**src/design/vn_pkg.sv**
```systemverilog
// ----------------------------------------------------------------------------
// vn_pkg
// Shared constants for the 3-D vector normalizer.
// ----------------------------------------------------------------------------
package vn_pkg;

    localparam int COMPONENT_BITS_DEF = 32;   // default component width
    localparam int FRACTION_BITS_DEF  = 30;   // default result fraction bits
    localparam int UNIT_BITS          = 32;   // width of each unit output field
    localparam int AXES               = 3;    // x, y, z

endpackage

```
**src/design/vn_root_stage.sv**
```systemverilog
// ----------------------------------------------------------------------------
// vn_root_stage
// One result bit of c / sqrt(S) for all three axes, restoring style.
// ----------------------------------------------------------------------------
module vn_root_stage #(
    parameter int COMPONENT_BITS = vn_pkg::COMPONENT_BITS_DEF,
    parameter int FRACTION_BITS  = vn_pkg::FRACTION_BITS_DEF,
    parameter int BIT            = 0
) (
    input  logic                                          i_clk,
    input  logic                                          i_rst_n,
    input  logic                                          i_en,
    input  logic                                          i_valid,
    input  logic                                          i_zero,
    input  logic [2*COMPONENT_BITS+1:0]                   i_s,
    input  logic [2*COMPONENT_BITS+2*FRACTION_BITS+1:0]   i_r [vn_pkg::AXES],
    input  logic [2*COMPONENT_BITS+2*FRACTION_BITS+1:0]   i_t [vn_pkg::AXES],
    input  logic [FRACTION_BITS:0]                        i_q [vn_pkg::AXES],
    input  logic                                          i_neg [vn_pkg::AXES],
    output logic                                          o_valid,
    output logic                                          o_zero,
    output logic [2*COMPONENT_BITS+1:0]                   o_s,
    output logic [2*COMPONENT_BITS+2*FRACTION_BITS+1:0]   o_r [vn_pkg::AXES],
    output logic [2*COMPONENT_BITS+2*FRACTION_BITS+1:0]   o_t [vn_pkg::AXES],
    output logic [FRACTION_BITS:0]                        o_q [vn_pkg::AXES],
    output logic                                          o_neg [vn_pkg::AXES]
);
    import vn_pkg::*;

    localparam int W  = 2*COMPONENT_BITS + 2*FRACTION_BITS + 2;
    localparam int SW = 2*COMPONENT_BITS + 2;
    localparam int QW = FRACTION_BITS + 1;

    logic [W-1:0]  s_ext;
    logic [W-1:0]  d   [AXES];
    logic          take[AXES];
    logic [W-1:0]  n_r [AXES];
    logic [W-1:0]  n_t [AXES];
    logic [QW-1:0] n_q [AXES];

    logic          r_valid;
    logic          r_zero;
    logic [SW-1:0] r_s;
    logic [W-1:0]  r_r  [AXES];
    logic [W-1:0]  r_t  [AXES];
    logic [QW-1:0] r_q  [AXES];
    logic          r_neg[AXES];

    assign s_ext = {{(W-SW){1'b0}}, i_s};

    // trial: (q + 2^b)^2 S = q^2 S + (qS << (b+1)) + (S << 2b)
    always_comb begin
        for (int k = 0; k < AXES; k++) begin
            d[k]    = (i_t[k] << (BIT+1)) + (s_ext << (2*BIT));
            take[k] = (i_r[k] >= d[k]);
            n_r[k]  = take[k] ? (i_r[k] - d[k]) : i_r[k];
            n_t[k]  = take[k] ? (i_t[k] + (s_ext << BIT)) : i_t[k];
            n_q[k]  = take[k] ? (i_q[k] | (QW'(1) << BIT)) : i_q[k];
        end
    end

    always_ff @(posedge i_clk) begin
        if (!i_rst_n) begin
            r_valid <= 1'b0;
        end else if (i_en) begin
            r_valid <= i_valid;
        end
    end

    always_ff @(posedge i_clk) begin
        if (i_en) begin
            r_zero <= i_zero;
            r_s    <= i_s;
            for (int k = 0; k < AXES; k++) begin
                r_r[k]   <= n_r[k];
                r_t[k]   <= n_t[k];
                r_q[k]   <= n_q[k];
                r_neg[k] <= i_neg[k];
            end
        end
    end

    assign o_valid = r_valid;
    assign o_zero  = r_zero;
    assign o_s     = r_s;
    assign o_r     = r_r;
    assign o_t     = r_t;
    assign o_q     = r_q;
    assign o_neg   = r_neg;

endmodule

```
**config.mk**
```make
export PLATFORM = sky130hd
export DESIGN_NAME = vn_root_stage
export DESIGN_NICKNAME = d
export VERILOG_FILES = /design/src/design/vn_pkg.sv /design/src/design/vn_root_stage.sv
export SDC_FILE = /design/constraint.sdc
export NUM_CORES = 2
export LEC_CHECK = 0
export BUFFER_PORTS_ARGS = -buffer_cell sky130_fd_sc_hd__buf_2
export CORE_AREA = 4 4 715 717
export DETAILED_ROUTE_END_ITERATION = 10
export DIE_AREA = 0 0 719 721
export HOLD_SLACK_MARGIN = 0.08
export PLACE_DENSITY = 0.4
export SETUP_SLACK_MARGIN = 0.02
export SYNTH_ARGS = -nofsm -noshare
export SYNTH_HDL_FRONTEND = slang
export SYNTH_SLANG_ARGS = --single-unit
export TNS_END_PERCENT = 10
```
**constraint.sdc**
```tcl
create_clock -name i_clk -period 11.57 [get_ports i_clk]
set_input_delay 0 -clock i_clk [delete_from_list [all_inputs] [get_ports i_clk]]
set_output_delay 0 -clock i_clk [all_outputs]
set_load 0.02 [all_outputs]
```
==> flow_summary.yaml <==
outcome:
  status: "finished clean"
placed_design:
  placed_cells: 18900
  numPortBuffers: 1842
  place_hpwl_mm: 531
  routabilityCongestion: 0.961
route:
  vias: 100000
  first_pass_iters: 6
  viasPerCell: 4.77
  first_iter_violations: 8333
  antenna_left: 0
  route.detailed.wl_per_inst_um: 30.4
  drcViolationCount: 0
  wl_mm: 639
timing:
  fmax_mhz: 101
  tns_ns: 0
  timing.final.crit_share_pct: 86.0
  finClkSkew_ns: 0
  drv_slew: 0
  setup_viol: 0
  hold_ws_ns: 0.138
  fin_crit_ns: 9.95
  worst_slew_pin_slew_ns: 1.07
  rsz0062_at_grt: "false"
  slew-limit-headroom_pct: 28.4
  hold_viol_final: 0
power:
  p_sw_share_pct: 43.5
  comb_power_share_pct: 46.5
  p_seq_share_pct: 25.8
  p_leak_nw: 51.6
  power.switching_mw: 7.64
  power_density_nw_per_um2: 137
  p_int_mw: 9.92
  ir_drop_mv: 0.0966
  p_clk_share_pct: 27.7
clocking:
  htree_levels: 4
  ctsResizeCount: 0
  clk_latency_ns: 0.84
  cts_tree: "yes"
  clk_pin_slew_ns: 0.06
  cts_buffers: 143
  cts_sinks: 920
  root_buffer: "clkbuf_16"
  clk_path_buf_depth: 4
yosys:
  ys_seq_area_share_pct: 31.1
  synth-seq-cells: 920
  synth_cells: 10700
  synthDistinctLibCells: 120
  yosys_warnings: 0
  synthArstFlopShare_pct: 0
  syn_nets: 12400
  synth_enable_flop_cells: 919
  synth_area_per_cell_um2: 8.29
  syn_area_um2: 88700
  ys.flop_type: "edfxtp_1"
worst_setup_path:
  endpoint_kind: "flip-flop"
  r2r-start: "o_valid"
  cp-endpoint: "o_t[76]"
  cp_max_fo: 32
  worstPathRequired_ns: 12.18
  start_kind: "input pin"
  path_depth: 33
  criticalPathCategory: "input pin to flip-flop"
  critPathTopFamily: "compound AO/OA/AOI/OAI gates"
  path_buf_inv: 6
  reg2regPathDepth: 3
  cp.arrival_ns: 10.56
  cpPeakStageDelay_ns: 0.83
  crit_start: "i_s[1]"
  r2r_slack_ns: 10.33
  critPathSlowestCell: "or2_1"
  r2r-end: "o_valid"
global_routing:
  grt_pass1_vias: 99000
  antenna_found_initial: 199
  gr-total-overflow: 0
  grtUsageTotal_pct: 23.5
  grt_pass1_wl_mm: 852
  grt_max_degree: 133
die:
  die_w_um: 719
  num_rows: 261
  die_h_um: 721
  die-area_um2: 518000
  initial_core_util_pct: 17.6
  core-area_um2: 505000
  ios: 1843
layout:
  stdcell_count: 21000
  synthToLayoutAreaGrowth_pct: 44.9
  drive_above_1_share_pct: 16.6
  nets: 15800
hold_path:
  hp-class: "input pin to flip-flop"
run:
  cap_viol_max_count: 0
worst min-delay path: cells and delay by family:
family	cells	cell delay (ns)
buffers and inverters	2	0.73
AND/OR/NAND/NOR	1	0.04
AO/OA/AOI/OAI	1	0.07
worst min path at each step:
| stage | startpoint | end | cells after the start |
|---|---|---|---|
| finish | i_r[289] | o_r[289] | 4 |
| global route | i_r[107] | o_r[107] | 4 |
| CTS | i_t[182] | o_t[182] | 4 |
| detailed placement | i_q[1] | o_q[1] | 1 |
| global placement | i_q[37] | o_q[37] | 1 |
| floorplan | i_neg[0] | o_neg[0] | 0 |
routing by layer:
| metal | wire length [µm] | GRT usage [%] | up-vias | share of wire, % |
|---|---|---|---|---|
| li1 | - | - | 46400 | - |
| met1 | 266000 | 29.0 | 48900 | 42 |
| met2 | 296000 | 39.3 | 3972 | 46 |
| met3 | 39800 | 4.36 | 898 | 6.2 |
| met4 | 37400 | 11.4 | 34 | 5.8 |
| met5 | 218 | 0 | - | 0.034 |
cells in the mapped netlist, drive strengths merged, types with 33 or more instances:
master  count  area, µm²
nor4       92        632
and4       39        342
nand3     283       1420
o21a       93        698
or2        33        211
a211oi     63        503
a21o      388       2910
o21bai    208       1570
a21boi     46        345
nand2    1159       4360
xor2      459       4020
and2       52        328
o31ai      69        533
nand2b     99        627
nor2b      87        544
inv       285       1070
a31oi     103        672
xnor2     631       5530
ha        771       9650
o211ai     53        403
clkbuf    381       1440
and3      118        739
o21ai     813       4070
or3        58        383
nand4     325       2060
a221oi     36        322
edfxtp    919      27600
nor2     1005       3920
nor3      226       1160
buf       147        831
a21oi    1330       6680
layout by cell type (no fill, tap or decap), drive strengths merged, types with 18 or more instances in the layout:
cell / synthesis / final
buf: 147 / 1973
dlygate4sd3: 0 / 1814
a21oi: 1330 / 1330
nand2: 1159 / 1159
nor2: 1005 / 1005
edfxtp: 919 / 919
o21ai: 813 / 813
ha: 771 / 771
xnor2: 631 / 631
xor2: 459 / 459
a21o: 388 / 388
nand4: 325 / 325
inv: 285 / 294
nand3: 283 / 283
nor3: 226 / 226
o21bai: 208 / 208
clkbuf: 381 / 161
and3: 118 / 118
diode: 0 / 105
a31oi: 103 / 103
nand2b: 99 / 99
o21a: 93 / 93
nor4: 92 / 92
nor2b: 87 / 87
o31ai: 69 / 69
a211oi: 63 / 63
or3: 58 / 58
o211ai: 53 / 53
and2: 52 / 52
clkinv: 0 / 49
a21boi: 46 / 46
and4: 39 / 39
a221oi: 36 / 36
or2: 33 / 33
bufinv: 0 / 24
o41ai: 22 / 22
o221ai: 19 / 19
or4: 18 / 18
o22ai: 18 / 18
power groups by stage:
stage	Clock (mW)	Combinational [mW]	Sequential [mW]
after floorplan	0	3.74	5.02
after global placement	0	7.51	4.60
final	4.87	8.17	4.53
after global routing	5.16	8.74	4.55
after detailed placement	0	7.46	4.59
after CTS	5.05	8.18	4.54
flip-flops by register name (all words and copies together), names as in the netlist:
signal	count
o_s	66
o_valid	1
o_neg	3
o_zero	1
o_r	378
o_q	93
o_t	378
stage by stage:
stage / utilization (%) / setup slack (ns) / total power [mW] / area, µm²
after floorplan: - / 5.46 / 8.76 / 88700
after global placement: 20.9 / 1.76 / 12.1 / 105000
after detailed placement: 20.9 / 1.73 / 12.0 / 105000
after CTS: 25.4 / 1.60 / 17.8 / 128000
after global routing: 25.5 / 1.01 / 18.5 / 128000
final: 25.5 / 1.62 / 17.6 / 129000
cells by family after synthesis:
group / synth area share (%)
compound gates: 23.6
xor+xnor: 10.8
fa+ha+maj: 11.1
buf+inv: 3.76
flops: 31.1
mux: 0.230
simple gates: 19.4
timing repair:
item,4_1_cts,5_1_grt
buffers inserted,0,0
hold buffers,1814,0
endpoints found under the hold margin,1146,0
cell type report:
cell class	instances	area, µm²
Multi-Input combinational cell	8969	57900
Clock buffer	161	3710
Fill cell	55600	376000
Timing Repair Buffer	3787	28500
Inverter	285	1070
Antenna cell	105	263
Sequential cell	920	27600
Clock inverter	92	1240
Tap cell	6706	8390
(Power assumes the default switching activity.)
